## config.mk

```make
export PLATFORM = sky130hd
export DESIGN_NAME = icn_bcd
export DESIGN_NICKNAME = d
export VERILOG_FILES = /design/src/design/icn_pkg.sv /design/src/design/icn_bcd.sv
export SDC_FILE = /design/constraint.sdc
export NUM_CORES = 1
export LEC_CHECK = 0
export BUFFER_PORTS_ARGS = -buffer_cell sky130_fd_sc_hd__buf_2
export CAP_MARGIN = 25
export CORE_UTILIZATION = 60
export CTS_CLUSTER_SIZE = 16
export DETAILED_ROUTE_END_ITERATION = 8
export PLACE_DENSITY_LB_ADDON = 0.15
export SLEW_MARGIN = 20
export SYNTH_ARGS = -nofsm -noshare
export SYNTH_HDL_FRONTEND = slang
export SYNTH_SLANG_ARGS = --single-unit
```

## constraint.sdc

```tcl
create_clock -name clk -period 3.8 [get_ports clk]
set_input_delay 0.19 -clock clk [delete_from_list [all_inputs] [get_ports clk]]
set_output_delay 0.19 -clock clk [all_outputs]
set_load 0.005 [all_outputs]
```

## src/design/icn_pkg.sv

```systemverilog
// icn_pkg: shared types and constants for the chinese numeral speller
// no dependencies; compiled first

package icn_pkg;

  // binary to decimal conversion
  localparam int BIN_W      = 63;
  localparam int BCD_DIGITS = 19;
  localparam int BCD_W      = 4 * BCD_DIGITS;
  localparam int STEP_BITS  = 3;
  localparam int CONV_STEPS = BIN_W / STEP_BITS;
  localparam int STEP_CNT_W = $clog2(CONV_STEPS);

  // decimal digit position counter
  localparam int POS_W = 5;

  typedef logic [4:0] glyph_t;
  typedef logic [1:0] style_t;

  // style codes
  localparam style_t STYLE_PLAIN   = 2'd0;
  localparam style_t STYLE_SIMPLE  = 2'd1;
  localparam style_t STYLE_FINANCE = 2'd2;
  localparam style_t STYLE_UNUSED  = 2'd3;

  // glyph code bases
  localparam glyph_t DIGIT_BASE_LOWER = 5'd0;
  localparam glyph_t DIGIT_BASE_CAP   = 5'd10;
  localparam glyph_t UNIT_BASE_LOWER  = 5'd19;
  localparam glyph_t UNIT_BASE_CAP    = 5'd22;
  localparam glyph_t MYRIAD_BASE      = 5'd22;
  localparam glyph_t GLYPH_NONE       = 5'd0;

  // top level sequencer states
  typedef enum logic [2:0] {
    ST_IDLE,
    ST_CONVERT,
    ST_SPELL,
    ST_LAUNCH,
    ST_EMIT
  } icn_state_t;

  // glyph write from the speller into the glyph store
  typedef struct packed {
    logic   valid;
    glyph_t code;
  } push_t;

endpackage

```

## src/design/icn_bcd.sv

```systemverilog
// icn_bcd: iterative binary to bcd converter, shift-and-add-3, three bits a cycle
// depends on icn_pkg

module icn_bcd import icn_pkg::*; (
  input  logic             clk,
  input  logic             rst,
  input  logic             start,
  input  logic [BIN_W-1:0] value,
  output logic             done,
  output logic [BCD_W-1:0] bcd
);

  logic [BIN_W-1:0]      bin;
  logic [STEP_CNT_W-1:0] step;
  logic                  busy;
  logic [BCD_W-1:0]      bcd_next;

  // one shift-and-add-3 step over all digits
  function automatic logic [BCD_W-1:0] dabble(input logic [BCD_W-1:0] b, input logic bit_in);
    logic [BCD_W-1:0] adj;
    adj = b;
    for (int i = 0; i < BCD_DIGITS; i++) begin
      if (b[4*i +: 4] >= 4'd5) begin
        adj[4*i +: 4] = b[4*i +: 4] + 4'd3;
      end
    end
    return {adj[BCD_W-2:0], bit_in};
  endfunction

  // combinational chain of steps, one per bit of the shift
  always_comb begin
    bcd_next = bcd;
    for (int k = 0; k < STEP_BITS; k++) begin
      bcd_next = dabble(bcd_next, bin[BIN_W-1-k]);
    end
  end

  // step counter
  always_ff @(posedge clk) begin
    if (rst) begin
      busy <= 1'b0;
      done <= 1'b0;
      step <= '0;
    end else begin
      done <= 1'b0;
      if (start) begin
        busy <= 1'b1;
        step <= '0;
      end else if (busy) begin
        step <= step + 1'b1;
        if (step == STEP_CNT_W'(CONV_STEPS - 1)) begin
          busy <= 1'b0;
          done <= 1'b1;
        end
      end
    end
  end

  // shift registers
  always_ff @(posedge clk) begin
    if (start) begin
      bin <= value;
      bcd <= '0;
    end else if (busy) begin
      bin <= bin << STEP_BITS;
      bcd <= bcd_next;
    end
  end

endmodule

```

==> metrics.csv <==
stage,metric,value,unit
clocking,CTS buffer count,17,
clocking,root cell of the clock tree,clkbuf_16,
timing,fmax,288,MHz
timing,Hold WS,0.0408,ns
synth,Syn. warnings,0,
worst_setup_path,Critical Path AT,3.79,ns
synth,largest area contributor in the netlist,edfxtp_1,
pwr,Leakage,5.32,nW
final_layout,post-route cell area,0.0136,mm2
drt,Initial DRC Count,557,
timing,post-route setup TNS,0,ns
worst_setup_path,worst-path fanout max,6,
synth,register area share after synthesis,29.4,%
timing,final worst-path cycle share,91.5,%
drt,Final ANT Viol Nets,0,
placement,dpl hpwl,19.8,mm
clocking,PostCTS Resize Cnt,0,
clocking,clk slew on worst S/H paths,0.07,ns
worst_setup_path,Top Family by Delay on Critical Path,compound AO/OA/AOI/OAI gates,
grt,Tot GR Track Use,27.1,%
worst_setup_path,WP buf/inv,2,
placement,Placed Cells,1782,
drt,drt pass-1 iters,5,
drt,number of remaining DRC errors,0,
synth,mux cell area share after synthesis,8.09,%
run_status,status,"complete, no violations",
worst_setup_path,worst-path cell chain,"inv_1, ha_1, and2b_1, nor3_1, a21oi_1, inv_1, ha_1, o21ai_0, a31o_2, ha_1, nand2b_1, nand2_1, a221o_1, o221ai_1, nor2_1, o31a_1",
floorplan,Die Y,144,um
synth,Post-synth ARST share,0,%
timing,pin slew with the least headroom to its limit,0.931,ns
worst_setup_path,CP Data Required Time,4.12,ns
worst_setup_path,critical path class,reg -> reg,
final_layout,share of cells above drive strength 1,22.2,%
synth,Compound-Gate Fraction of Synth Area,27.6,%
placement,GPL Wtd Cong,0.839,
pwr,P per Cell Area,800,mW/mm2
timing,Final Hold Fails,0,
grt,pin count of the biggest net entering global routing,75,
synth,"EDFF count, synth",63,
worst_setup_path,register-to-register setup slack,0.32,ns
clocking,H-tree Lvls,4,
synth,xor-xnor portion of the synthesized cell area,1.88,%
drt,Via-to-Cell Ratio,6.07,
worst_setup_path,Critical Path Source Type,flip-flop,
worst_setup_path,CP endpoint kind,flip-flop,
placement,I/O Buffers,142,
synth,share of the synthesized area in the top cell type,15.7,%
drt,routed len/inst,15.3,um
timing,fin. max-slew vios,0,
synth,Syn Area/Cell,8.50,um2
synth,Simple-Gate Fraction of Synth Area,22.1,%
clocking,CTS tree,done,
synth,ys flop type,dfxtp_1,
drt,routed wire length,27.9,mm
job,max_cap viols,0,
floorplan,die width,144,um
floorplan,Rows,51,
synth,post-synthesis instance total,1420,
synth,largest cells by area after synthesis,"edfxtp_1 16%, dfxtp_1 14%, mux2_2 7.1%, ha_1 6.2%, nand2_1 5.9%",
synth,main combinational cell family by area after synthesis,compound AO/OA/AOI/OAI gates,
timing,final setup violation count,0,
final_layout,final core occ,69.3,%
pwr,Max IR drop VDD,0.000471,V
placement,placed cell area,0.0129,mm2
drt,Via Count,11000,
worst_setup_path,Crit path top cell by count,ha_1,
floorplan,Die Footprint,0.0207,mm2
final_layout,# diodes,0,
timing,Setup Skew,0.00753,ns
grt,vias in the first global route,10000,
final_layout,Layout fillers,1598,
synth,Mapped Nets,1546,
timing,Slew Limit Headroom,37.9,%
clocking,clk sink count,146,
timing,clock period minus worst slack,3.48,ns
grt,initial antenna violation count,0,
final_layout,Finished Layout Cells,1816,
worst_setup_path,Max stage delay on crit path,0.38,ns
synth,most frequent cell after synthesis,nand2_1,
floorplan,Core Area,0.0196,mm2
grt,grt ovf,0,
synth,adder-cell share of the synthesized area,6.22,%
timing,RSZ-0062 raised after global routing,false,
final_layout,Nets,1664,
worst_setup_path,Crit-path slowest cell,dfxtp_1,
floorplan,# IOs,143,
clocking,Max Root-Sink Buffers,2,
synth,#FFs+latches synth,146,
grt,first-pass GRT wire length,45.7,mm
min_path,worst min-delay path class,in -> reg,
floorplan,initial core utilization,61.6,%
synth,top post-synthesis cells by count,"191 x nand2_1, 107 x nor2_1, 95 x o21ai_0",
synth,Mapped Area,0.0121,mm2
synth,Cell variety after synth,84,
clocking,Clock Latency Late Sink,0.43,ns
final_layout,Layout area overhead,12.4,%
-- flip-flops by register name, indices dropped and copies added (netlist names) --
| register | flops |
|---|---|
| busy | 1 |
| done | 1 |
| step | 5 |
| bin | 63 |
| bcd | 76 |
-- power breakdown --
group          leakage, nW  switching, mW  internal [mW]
sequential            1.31          0.561           2.00
combinational         3.71           3.87           2.69
clock                0.297          0.781          0.949
-- metrics by stage --
stage,worst slack (ns),power [mW]
final,0.322,10.9
after global routing,0.0828,11.8
after CTS,0.330,10.8
after detailed placement,0.347,9.04
after global placement,0.483,8.86
after floorplan,0.651,7.66
-- final timing paths --
path	start	endpoint	cells past startpoint
min	value[0]	bin[0]	2
max	bcd[69]	bcd[74]	16
max reg2reg	bcd[69]	bcd[74]	16
min reg2reg	bin[60]	bcd[0]	2
-- cell families after synthesis --
logic type                 count (synthesis)
and+or+nand+nor                          536
AOI/OAI and AO/OA                        432
DFF                                      146
buffers and inverters                    133
muxes                                     88
adders and majority gates                 60
xor gates and xnor gates                  25
-- area by class of cell --
type | count | area (um2) | share of cell area (%)
clock inverter | 15 | 181 | 1.34
inverter | 81 | 304 | 2.24
tap | 265 | 332 | 2.44
sequential | 146 | 3550 | 26.2
clock buffer | 17 | 425 | 3.14
timing repair buffer | 151 | 803 | 5.92
multi-input combinational | 1141 | 7970 | 58.7
-- layout by cell type (no fill, tap or decap), types with 54 or more instances in the layout --
master    count
nand2_1     191
buf_2       141
ha_1         60
inv_1        79
mux2_2       76
dfxtp_1      82
edfxtp_1     63
o21ai_0      95
nor2_1      105
and2_1       54
-- routing by layer --
metal	GRT usage [%]	up-vias	routed length, um
li1	-	5585	-
met3	4.70	39	1190
met1	34.0	5174	12700
met4	8.40	0	469
met2	47.0	220	13500
met5	0	-	0
-- timing repair --
item                                    4_1_cts  5_1_grt
endpoints found under the setup margin        0        0
hold buffers                                  1        0
hold endpoints to repair                      1        0
buffers inserted                              0        0
Note: power is estimated with default switching activity, not from simulation.
