--- src/design/icn_pkg.sv ---
// icn_pkg: shared types and constants for the chinese numeral speller
// no dependencies; compiled first

package icn_pkg;

  // binary to decimal conversion
  localparam int BIN_W      = 63;
  localparam int BCD_DIGITS = 19;
  localparam int BCD_W      = 4 * BCD_DIGITS;
  localparam int STEP_BITS  = 3;
  localparam int CONV_STEPS = BIN_W / STEP_BITS;
  localparam int STEP_CNT_W = $clog2(CONV_STEPS);

  // decimal digit position counter
  localparam int POS_W = 5;

  typedef logic [4:0] glyph_t;
  typedef logic [1:0] style_t;

  // style codes
  localparam style_t STYLE_PLAIN   = 2'd0;
  localparam style_t STYLE_SIMPLE  = 2'd1;
  localparam style_t STYLE_FINANCE = 2'd2;
  localparam style_t STYLE_UNUSED  = 2'd3;

  // glyph code bases
  localparam glyph_t DIGIT_BASE_LOWER = 5'd0;
  localparam glyph_t DIGIT_BASE_CAP   = 5'd10;
  localparam glyph_t UNIT_BASE_LOWER  = 5'd19;
  localparam glyph_t UNIT_BASE_CAP    = 5'd22;
  localparam glyph_t MYRIAD_BASE      = 5'd22;
  localparam glyph_t GLYPH_NONE       = 5'd0;

  // top level sequencer states
  typedef enum logic [2:0] {
    ST_IDLE,
    ST_CONVERT,
    ST_SPELL,
    ST_LAUNCH,
    ST_EMIT
  } icn_state_t;

  // glyph write from the speller into the glyph store
  typedef struct packed {
    logic   valid;
    glyph_t code;
  } push_t;

endpackage

--- src/design/icn_speller.sv ---
// icn_speller: walks the decimal digits least significant first and writes glyphs
// depends on icn_pkg

module icn_speller import icn_pkg::*; (
  input  logic             clk,
  input  logic             rst,
  input  logic             start,
  input  style_t           style,
  input  logic [BCD_W-1:0] bcd,
  output push_t            push,
  output logic             done
);

  // unit kinds
  localparam logic [2:0] KIND_NONE     = 3'd0;
  localparam logic [2:0] KIND_TEN      = 3'd1;
  localparam logic [2:0] KIND_WAN      = 3'd4;
  localparam logic [2:0] KIND_YI       = 3'd5;
  localparam logic [2:0] KIND_ZHAO     = 3'd6;

  logic [BCD_W-1:0] remaining_value;
  logic [POS_W-1:0] digit_position;
  logic             zero_suppress;
  logic             all_zero;
  logic             phase;
  logic             active;

  logic [3:0]       d;
  logic             rest_zero;
  logic [2:0]       kind;
  logic             long_form;
  logic             persist;
  logic             zs_eff;
  logic             zs_new;
  logic             finish;
  logic             step_end;
  glyph_t           dbase;
  glyph_t           ubase;
  glyph_t           p0;
  glyph_t           p1;
  logic [1:0]       pc;
  glyph_t           g0;
  glyph_t           g1;
  logic [1:0]       n_glyph;

  // unit glyph that follows a digit at a given position
  function automatic logic [2:0] unit_kind(input logic [POS_W-1:0] p);
    logic [POS_W-1:0] q;
    logic [2:0]       r;
    logic [2:0]       k;
    q = p;
    r = '0;
    if (p == '0) begin
      k = KIND_NONE;
    end else if (p == POS_W'(12) || p == POS_W'(24)) begin
      k = KIND_ZHAO;
    end else begin
      if (p > POS_W'(24)) q = p - POS_W'(24);
      else if (p > POS_W'(12)) q = p - POS_W'(12);
      if (q == POS_W'(8)) begin
        k = KIND_YI;
      end else begin
        r = q[2:0];
        if (r == 3'd4) k = KIND_WAN;
        else k = {1'b0, r[1:0]};
      end
    end
    return k;
  endfunction

  // glyphs caused by the current digit
  always_comb begin
    d         = remaining_value[3:0];
    rest_zero = (remaining_value[BCD_W-1:4] == '0);
    kind      = unit_kind(digit_position);
    long_form = (style == STYLE_SIMPLE) || (style == STYLE_FINANCE);
    persist   = (kind == KIND_NONE) || (kind >= KIND_WAN);
    zs_eff    = persist | zero_suppress;
    dbase     = (style == STYLE_FINANCE) ? DIGIT_BASE_CAP : DIGIT_BASE_LOWER;
    ubase     = (style == STYLE_FINANCE) ? UNIT_BASE_CAP : UNIT_BASE_LOWER;
    p0        = GLYPH_NONE;
    p1        = GLYPH_NONE;
    pc        = 2'd0;
    g0        = glyph_t'(d);
    g1        = GLYPH_NONE;
    n_glyph   = 2'd1;
    zs_new    = zero_suppress;
    finish    = rest_zero;
    if (!long_form) begin
      // plain digits: defaults hold
    end else if (all_zero) begin
      finish  = 1'b1;
      g0      = DIGIT_BASE_CAP;
      n_glyph = (style == STYLE_FINANCE) ? 2'd1 : 2'd0;
    end else begin
      // digit part
      if (d == 4'd0) begin
        zs_new = 1'b1;
        if (!zs_eff) begin
          p0 = dbase;
          pc = 2'd1;
        end
      end else begin
        zs_new = 1'b0;
        if (rest_zero && d == 4'd1 && kind == KIND_TEN) begin
          p0 = ubase + 5'd1;
          pc = 2'd1;
        end else if (persist) begin
          p0 = dbase + glyph_t'(d);
          pc = 2'd1;
        end else begin
          p0 = ubase + glyph_t'(kind);
          p1 = dbase + glyph_t'(d);
          pc = 2'd2;
        end
      end
      // myriad unit goes out ahead of the digit part
      if (kind >= KIND_WAN) begin
        g0      = MYRIAD_BASE + glyph_t'(kind);
        g1      = p0;
        n_glyph = pc + 2'd1;
      end else begin
        g0      = p0;
        g1      = p1;
        n_glyph = pc;
      end
    end
  end

  // glyph write and completion
  always_comb begin
    step_end   = phase || (n_glyph != 2'd2);
    push.valid = active && (phase || (n_glyph != 2'd0));
    push.code  = phase ? g1 : g0;
    done       = active && step_end && finish;
  end

  // digit sequencer
  always_ff @(posedge clk) begin
    if (rst) begin
      active          <= 1'b0;
      phase           <= 1'b0;
      remaining_value <= '0;
      digit_position  <= '0;
      zero_suppress   <= 1'b0;
      all_zero        <= 1'b0;
    end else if (start) begin
      active          <= 1'b1;
      phase           <= 1'b0;
      remaining_value <= bcd;
      digit_position  <= '0;
      zero_suppress   <= 1'b0;
      all_zero        <= (bcd == '0);
    end else if (active) begin
      phase <= ~step_end;
      if (step_end) begin
        if (finish) begin
          active <= 1'b0;
        end else begin
          remaining_value <= remaining_value >> 4;
          digit_position  <= digit_position + 1'b1;
          zero_suppress   <= zs_new;
        end
      end
    end
  end

endmodule

--- config.mk ---
export PLATFORM = sky130hd
export DESIGN_NAME = icn_speller
export DESIGN_NICKNAME = d
export VERILOG_FILES = /design/src/design/icn_pkg.sv /design/src/design/icn_speller.sv
export SDC_FILE = /design/constraint.sdc
export NUM_CORES = 1
export LEC_CHECK = 0
export BUFFER_PORTS_ARGS = -buffer_cell sky130_fd_sc_hd__buf_2
export CORE_UTILIZATION = 50
export DETAILED_ROUTE_END_ITERATION = 8
export MAX_ROUTING_LAYER = met4
export PLACE_DENSITY = 0.69
export SLEW_MARGIN = 20
export SYNTH_ARGS = -nofsm -noshare
export SYNTH_HDL_FRONTEND = slang
export SYNTH_SLANG_ARGS = --single-unit
--- constraint.sdc ---
create_clock -name clk -period 4.3 [get_ports clk]
set_clock_uncertainty 0.15 [all_clocks]
set_input_delay 0.86 -clock clk [delete_from_list [all_inputs] [get_ports clk]]
set_output_delay 0.86 -clock clk [all_outputs]
set_load 0.01 [all_outputs]
==> out/qor.csv, run 1 <==
metric,value,unit
Post-Route WL,14.9,mm
fraction of layout cells with a size suffix above 1,24.8,%
largest net degree at the start of global routing,87,
Final Hold Viols,0,
violated checks,setup timing,
WP data arrival,3.30,ns
P&R area growth vs syn,22.7,%
Synth Cell Area,4970,µm²
fin crit share,100,%
Logic pwr share,18.1,%
most numerous cell in the Yosys netlist,nand2_1,
critical path launch point type,register,
Syn Inst Count,653,
vias in the first global route,4851,
Final min period,4.31,ns
CTS max path bufs,2,
"top cells by area, synth","dfxtp_1, a221oi_1, a21oi_1",
IO Count,88,
Max Slew Vio Count,0,
clock net sink count,85,
# DRC,0,
Setup CP Type,reg2out,
vias per cell,5.97,
Final GP Congestion,0.879,
Cell Rows,36,
status,"complete, but fails checks",
GRT Util Overall,30.4,%
fin cells,876,
pre-CTS WS,0.0548,ns
drt pass-1 iters,7,
WHS,0.345,ns
Most used DFF post-synth,dfxtp_1,
crit path capture type,primary output,
Yosys top cell area share,34.2,%
WP data required,3.29,ns
worst-path fanout max,3,
Seq cells post-synth,85,
clk_lat worst skew,0.35,ns
first-pass GRT wire length,23.9,mm
post-route ant nets,0,
# setup viols final,2,
P_sw,535,µW
Slew @ Worst Pin,0.808,ns
dpl cells,841,
Power Density,301,nW/µm²
Leak,2.59,nW
Relative slew margins,46.1,%
Die Y,102,µm
Syn Area/Cell,7.61,µm²
core area,9680,µm²
fmax,0.232,GHz
maximum VDD drop,0.000234,V
initial antenna violation count,1,
Synth area leader,dfxtp_1,
Yosys cell types,61,
H-tree Lvls,3,
TritonCTS clock tree,built,
Post-Syn Nets,749,
async set or reset register ratio after synthesis,0,%
input/output buffers,87,
die width,102,µm
sequential share of power,48.5,%
min setup slack post-route,-0.00723,ns
yosys warns,0,
gr ovfl total,0,
clock share of power,33.4,%
"Seq/Total Area, Yosys",34.2,%
Num CTS Buffers,9,
Post-synth EDFFs,0,
CTS Hold Buffers Added,0,
worst hold path type,reg2reg,
post-DP HPWL,10.4,mm
die area,10300,µm²
Synth top cells by count,"nand2_1, a21oi_1, dfxtp_1, inv_1, a221oi_1",
routed wire length per instance,17.0,µm
initial DRC count,281,
routed vias,5228,
switching portion of total power,29.2,%
RSZ-0062 raised after global routing,true,
Max-cap violations,0,
fin area,6100,µm²
"Cell Area, Placed",5480,µm²
Initial Utilization,51.3,%
Fillers,919,
clock transition at the registers of the reported paths,0.09,ns
P_int,1.30,mW
# nets final,833,
CTS root buffer,clkbuf_8,
[per-stage QoR]
step	TNS, ns	power [mW]	util (%)
after floorplan	0	1.11	-
after global placement	0	1.22	56.6
after detailed placement	0	1.22	56.6
after CTS	-0.0448	1.83	60.2
after global routing	-0.346	1.92	63.0
final	-0.0102	1.83	63.0
[flip-flops by register name, indices dropped and copies added, names as in the netlist]
register	count
remaining_value	76
digit_position	5
phase	1
zero_suppress	1
all_zero	1
active	1
[logic make-up (layout without fill, tap and decap cells)]
kind of cell,Yosys count,in the layout,share of synthesized area (%)
muxes,4,4,0.805
buffers and inverters,129,218,10.5
DFF,85,85,34.2
adders and majority gates,15,15,3.78
other,0,1,0
xor gates and xnor gates,3,3,0.529
AOI/OAI and AO/OA,204,204,29.3
and+or+nand+nor,213,213,20.9
[power by group through the flow]
stage                     registers (mW)  logic (mW)  clock network (mW)
after detailed placement           0.907       0.317                   0
after global placement             0.907       0.314                   0
final                              0.889       0.331               0.613
after global routing               0.896       0.371               0.652
after floorplan                    0.890       0.217                   0
after CTS                          0.888       0.320               0.621
[metal layers]
| layer | global-route usage, % | share of wire (%) | vias up |
|---|---|---|---|
| li1 | - | - | 2563 |
| met1 | 38.1 | 44 | 2459 |
| met2 | 50.1 | 49 | 179 |
| met3 | 4.21 | 4.5 | 27 |
| met4 | 10.5 | 2.3 | 0 |
| met5 | - | 0 | - |
[repair_timing]
item	4_1_cts	5_1_grt
resized for setup	26	38
buffers inserted	8	10
pin swaps	12	23
endpoints found under the setup margin	6	6
[layout by cell type, fill, tap and decap left out, types with 3 or more instances in the layout]
master	synthesis	routed
nand2_1	98	98
a221oi_1	70	70
clkbuf_8	0	9
inv_2	0	4
buf_2	8	85
nor3_1	7	5
and3_1	4	4
mux2i_1	4	4
ha_1	15	6
a21oi_1	88	87
dfxtp_4	0	3
nor4_1	39	39
ha_4	0	9
nand4_1	11	11
inv_1	85	79
a221oi_2	3	3
o21ai_0	9	7
dfxtp_1	85	80
nor2_1	20	19
buf_6	1	5
o21ai_2	0	3
clkinv_2	0	3
buf_4	5	26
nand3_1	12	12
[final timing paths]
path	startpoint	to	slack, ns	depth (start not counted)
max	digit_position[2]$_SDFFE_PP0P_	push[3]	-0.007	15
min	remaining_value[34]$_SDFFE_PP0P_	remaining_value[34]$_SDFFE_PP0P_	0.34	2
max reg2reg	digit_position[2]$_SDFFE_PP0P_	remaining_value[40]$_SDFFE_PP0P_	0.62	17
min reg2reg	remaining_value[34]$_SDFFE_PP0P_	remaining_value[34]$_SDFFE_PP0P_	0.34	2
[cell type report]
| cell class | instances | area (µm²) | share of cell area (%) |
|---|---|---|---|
| multi-input combinational | 439 | 2980 | 48.8 |
| timing repair buffer | 117 | 697 | 11.4 |
| sequential | 85 | 1720 | 28.1 |
| tap | 133 | 166 | 2.73 |
| clock inverter | 7 | 90.1 | 1.48 |
| inverter | 85 | 324 | 5.32 |
| clock buffer | 9 | 124 | 2.03 |
| antenna | 1 | 2.50 | 0.0410 |
[critical path, stage by stage (launching register included)]
cell and delay (ns):
dfxtp_4 0.36, inv_4 0.05, ha_4 0.12, or3b_1 0.36, a211oi_2 0.31, nor3_2 0.10, or3_4 0.41, and2_4 0.16
nand2_4 0.07, inv_2 0.05, ha_4 0.22, o21ai_2 0.06, a21oi_2 0.07, o2111a_1 0.25, a211o_1 0.22, buf_2 0.14
No activity file was read; power rests on OpenSTA's default activity.
==> inputs of run 2 (changes only) <==
--- a/config.mk
+++ b/config.mk
@@ -5,11 +5,10 @@
 export SDC_FILE = /design/constraint.sdc
 export NUM_CORES = 1
 export LEC_CHECK = 0
-export BUFFER_PORTS_ARGS = -buffer_cell sky130_fd_sc_hd__buf_2
 export CORE_UTILIZATION = 50
 export DETAILED_ROUTE_END_ITERATION = 8
-export MAX_ROUTING_LAYER = met4
-export PLACE_DENSITY = 0.69
+export DONT_BUFFER_PORTS = 1
+export PLACE_DENSITY = 0.61
 export SLEW_MARGIN = 20
 export SYNTH_ARGS = -nofsm -noshare
 export SYNTH_HDL_FRONTEND = slang
==> out/qor.csv, run 2 (synthesis results as in run 1) <==
metric,value,unit
status,completed,
# DRC,0,
worst-path fanout max,3,
critical path launch point type,register,
Reg2Reg Setup Slack,0.84,ns
clock share of power,33.5,%
setup TNS,0,ns
Logic pwr share,14.5,%
Hold Path Sink,remaining_value[13]$_SDFFE_PP0P_,
largest net degree at the start of global routing,152,
Num CTS Buffers,9,
WP data required,3.29,ns
TritonCTS clock tree,built,
# setup viols final,0,
fraction of layout cells with a size suffix above 1,13.7,%
clk_lat worst skew,0.36,ns
"commonest non-fill, non-tap cells in the layout","nand2_1, a21oi_1, dfxtp_1",
Slew @ Worst Pin,0.701,ns
Setup CP Type,reg2out,
Initial Utilization,51.3,%
Final min period,4.30,ns
post-route ant nets,0,
RSZ-0062 raised after global routing,true,
die area,10300,µm²
vias in the first global route,4468,
worst hold path type,reg2reg,
WP data arrival,3.29,ns
GRT Util Overall,29.0,%
IO Count,88,
post-DP HPWL,10.1,mm
input/output buffers,0,
hold path startpoint,remaining_value[13]$_SDFFE_PP0P_,
initial antenna violation count,0,
initial DRC count,414,
Cell Rows,36,
die width,102,µm
sequential share of power,52.0,%
FF-to-FF Start,digit_position[2]$_SDFFE_PP0P_,
Critical R2R Capture,remaining_value[38]$_SDFFE_PP0P_,
P_sw,480,µW
clock net sink count,85,
Top Registers,"remaining_value x76, digit_position x5",
Max Slew Vio Count,0,
P&R area growth vs syn,12.7,%
gr ovfl total,0,
n_diodes,0,
# nets final,743,
core area,9680,µm²
CTS Hold Buffers Added,0,
drt pass-1 iters,5,
total power,1.71,mW
WHS,0.332,ns
CTS max path bufs,2,
H-tree Lvls,3,
Worst Hold Path Cells,2,
Register-to-Register Path Depth,12,
vias per cell,6.24,
switching portion of total power,28.1,%
CTS root buffer,clkbuf_8,
first-pass GRT wire length,23.1,mm
"commonest non-fill, non-tap cell in the layout",nand2_1,
fin crit share,99.9,%
Final GP Congestion,0.876,
Fillers,924,
clock transition at the registers of the reported paths,0.09,ns
Post-Route WL,15.1,mm
maximum VDD drop,0.000180,V
routed wire length per instance,19.2,µm
Relative slew margins,52.8,%
Power Density,305,nW/µm²
Max-cap violations,0,
max reg flops,76,
Biggest register,remaining_value,
Leak,2.22,nW
Final Hold Viols,0,
P_int,1.23,mW
crit path capture type,primary output,
Die Y,102,µm
fmax,0.233,GHz
routed vias,4899,
-- run 2: cell count changes in the layout (fill, tap and decap cells not counted), sizes merged --
cell | before | now
diode | 1 | 0
buf | 117 | 27
inv | 85 | 84
clkbuf | 9 | 12
clkinv | 3 | 2
bufinv | 2 | 1
-- run 2: worst max path at each step --
stage                                         startpoint       to  slack, ns  depth (start not counted)
after floorplan           digit_position[2]$_SDFFE_PP0P_  push[3]       0.18                         14
after global placement    digit_position[3]$_SDFFE_PP0P_  push[3]       0.20                         13
after detailed placement  digit_position[4]$_SDFFE_PP0P_  push[1]       0.14                         13
after CTS                 digit_position[2]$_SDFFE_PP0P_  push[3]      0.004                         14
after global routing      digit_position[2]$_SDFFE_PP0P_  push[3]      -0.08                         14
final                     digit_position[2]$_SDFFE_PP0P_  push[3]      0.005                         14
-- run 2: worst max-delay path: stages (launching register included) --
cell	delay [ns]
dfxtp_4	0.36
inv_4	0.06
ha_4	0.13
or3b_4	0.39
a211oi_4	0.31
nor3_2	0.11
or3_4	0.40
and2_4	0.16
nand2_4	0.08
inv_4	0.04
ha_4	0.21
o21ai_2	0.06
a21oi_2	0.07
o2111a_1	0.26
a211o_1	0.27
-- run 2: final cells by class --
cell class / instances / area, µm² / share of cell area, %
Multi-Input combinational cell: 439 / 2950 / 52.7
Timing Repair Buffer: 27 / 248 / 4.42
Clock inverter: 4 / 47.5 / 0.849
Clock buffer: 12 / 145 / 2.59
Sequential cell: 85 / 1720 / 30.6
Tap cell: 133 / 166 / 2.97
Inverter: 85 / 328 / 5.85
-- run 2: per-stage QoR --
| step | utilization, % | instance area, µm² | std cells | worst slack [ns] |
|---|---|---|---|---|
| floorplan | - | 4970 | 653 | 0.183 |
| global placement | 52.1 | 5050 | 752 | 0.198 |
| detailed placement | 52.1 | 5050 | 752 | 0.136 |
| CTS | 55.2 | 5350 | 772 | 0.00429 |
| global route | 57.9 | 5600 | 785 | -0.0840 |
| finish | 57.9 | 5600 | 785 | 0.00455 |
-- run 2: routing by layer --
metal  wire [µm]  share of wire [%]  global-route usage [%]
met4         238                1.6                    10.4
met5           0                  0                       0
met1        6460                 43                    37.3
met3         846                5.6                    5.45
met2        7540                 50                    48.5
-- run 2: power groups by stage --
stage          clock network, mW  registers, mW  logic (mW)
4_1_cts                    0.578          0.888       0.242
2_1_floorplan                  0          0.890       0.217
3_3_place_gp                   0          0.907       0.236
6_report                   0.572          0.888       0.248
5_1_grt                    0.607          0.895       0.277
3_5_place_dp                   0          0.907       0.238
-- run 2: timing repair --
| action | in CTS | in global routing |
|---|---|---|
| setup buffers | 4 | 13 |
| pin swaps | 14 | 21 |
| resized for setup | 20 | 36 |
| setup endpoints to repair | 6 | 6 |
==> inputs of run 3 (changes only) <==
==> constraint.sdc (replaced) <==
create_clock -name clk -period 4.3 [get_ports clk]
set_clock_uncertainty 0.15 [all_clocks]
set_input_delay 0 -clock clk [delete_from_list [all_inputs] [get_ports clk]]
set_output_delay 0 -clock clk [all_outputs]
set_load 0.01 [all_outputs]
==> out/qor.csv, run 3 (synthesis results as in run 1) <==
metric,value,unit
status,completed,
Post-Route WL,15.5,mm
Relative slew margins,52.8,%
input/output buffers,0,
clk_lat worst skew,0.37,ns
H-tree Lvls,3,
Final Core Density,63.4,%
clock net sink count,85,
Max Slew Vio Count,0,
fin crit share,96.5,%
n_diodes,0,
drt pass-1 iters,5,
GRT Util Overall,30.6,%
routed vias,5110,
vias per cell,6.04,
initial DRC count,463,
Register-to-Register Path Depth,13,
Reg2Reg Setup Slack,0.29,ns
Final Hold Viols,0,
Max-cap violations,0,
first-pass GRT wire length,24.5,mm
"commonest non-fill, non-tap cells in the layout","nand2_1, a21oi_1, dfxtp_1",
WP data required,4.15,ns
Num CTS Buffers,9,
Setup CP Type,reg2out,
Top Registers,"remaining_value x76, digit_position x5",
WP data arrival,4.00,ns
Worst Hold Path Cells,4,
clock transition at the registers of the reported paths,0.09,ns
largest net degree at the start of global routing,152,
setup TNS,0,ns
die width,102,µm
maximum VDD drop,0.000253,V
Leak,2.46,nW
"commonest non-fill, non-tap cell in the layout",nand2_1,
TritonCTS clock tree,built,
Cell Rows,36,
Die Y,102,µm
routed wire length per instance,18.3,µm
core area,9680,µm²
post-CTS setup buffers,0,
# setup viols final,0,
die area,10300,µm²
most used cell along the critical path,ha_1,
WHS,0.0377,ns
Biggest register,remaining_value,
CTS root buffer,clkbuf_8,
Final GP Congestion,0.882,
Critical Path Stages,14,
Power Density,323,nW/µm²
crit path capture type,primary output,
post-route ant nets,0,
Final min period,4.15,ns
"Largest stage delay, worst path",0.39,ns
vias in the first global route,4790,
top cell family by delay on the critical path,simple AND/OR/NAND/NOR gates,
P&R area growth vs syn,23.5,%
slowest CP cell,dfxtp_1,
Storage cell area,1700,µm²
gr ovfl total,0,
fraction of layout cells with a size suffix above 1,4.91,%
initial antenna violation count,0,
Fillers,861,
Initial Utilization,51.3,%
RSZ-0062 raised after global routing,true,
fmax,0.241,GHz
# DRC,0,
CTS max path bufs,2,
critical path launch point type,register,
IO Count,88,
max reg flops,76,
post-DP HPWL,10.0,mm
multi-input logic area,2760,µm²
worst path cell trace,inv_2 > ha_1 > or3b_1 > a211oi_1 > nor3_1 > or3_1 > and2_1 > nand2_2 > inv_1 > ha_1 > o21ai_0 > a21oi_1 > o2111a_1 > a211o_1,
# nets final,804,
"Buf+Inv Stages, Crit Path",2,
worst-path fanout max,9,
Slew @ Worst Pin,0.702,ns
worst hold path type,in2reg,
-- run 3: changes by cell type in the layout (fill, tap and decap cells not counted), sizes merged --
cell / previous run / this run
dlygate4sd3: 0 / 83
bufinv: 1 / 4
clkbuf: 12 / 10
buf: 27 / 5
clkinv: 2 / 0
inv: 84 / 85
-- run 3: power breakdown --
part           leakage [nW]  switching, mW  total, mW  internal [mW]
Combinational          1.64          0.194      0.347          0.152
Sequential            0.705         0.0505      0.891          0.841
Clock                 0.123          0.301      0.746          0.445
-- run 3: cell type report --
class | instances | share of cell area (%)
Clock buffer | 10 | 2.08
Sequential cell | 85 | 27.7
Inverter | 85 | 5.20
Timing Repair Buffer | 88 | 15.2
Tap cell | 133 | 2.71
Clock inverter | 6 | 2.20
Multi-Input combinational cell | 439 | 44.9
-- run 3: per-stage QoR --
| stage | cells | power (mW) | worst slack [ns] | cell area (µm²) |
|---|---|---|---|---|
| after floorplan | 653 | 1.11 | 1.04 | 4970 |
| after global placement | 745 | 1.14 | 0.392 | 4980 |
| after detailed placement | 745 | 1.14 | 0.287 | 4980 |
| after CTS | 846 | 1.98 | 0.0918 | 6130 |
| after global routing | 846 | 2.07 | -0.0325 | 6140 |
| final | 846 | 1.98 | 0.150 | 6140 |
-- run 3: final timing paths --
| check | startpoint | end |
|---|---|---|
| worst max-delay path | digit_position[2]$_SDFFE_PP0P_ | push[3] |
| worst min-delay path | style[1] | zero_suppress$_SDFFE_PP0P_ |
| worst max register to register | digit_position[2]$_SDFFE_PP0P_ | remaining_value[74]$_SDFFE_PP0P_ |
| worst min register to register | remaining_value[72]$_SDFFE_PP0P_ | remaining_value[72]$_SDFFE_PP0P_ |
-- run 3: repair_timing --
item / CTS / global route
gates resized for setup: 0 / 2
endpoints found under the hold margin: 85 / 0
hold buffers: 85 / 0
endpoints found under the setup margin: 0 / 11
-- run 3: metal layers --
metal,track usage (%),wire length [µm]
met2,52.2,7820
met5,0,0
met3,4.28,613
met4,12.8,456
met1,38.6,6590
-- run 3: tightest hold or removal path, stage by stage --
cell and delay [ns]:
ha_1 0.21, nor2_1 0.13, nand3_1 0.09, a21oi_1 0.08
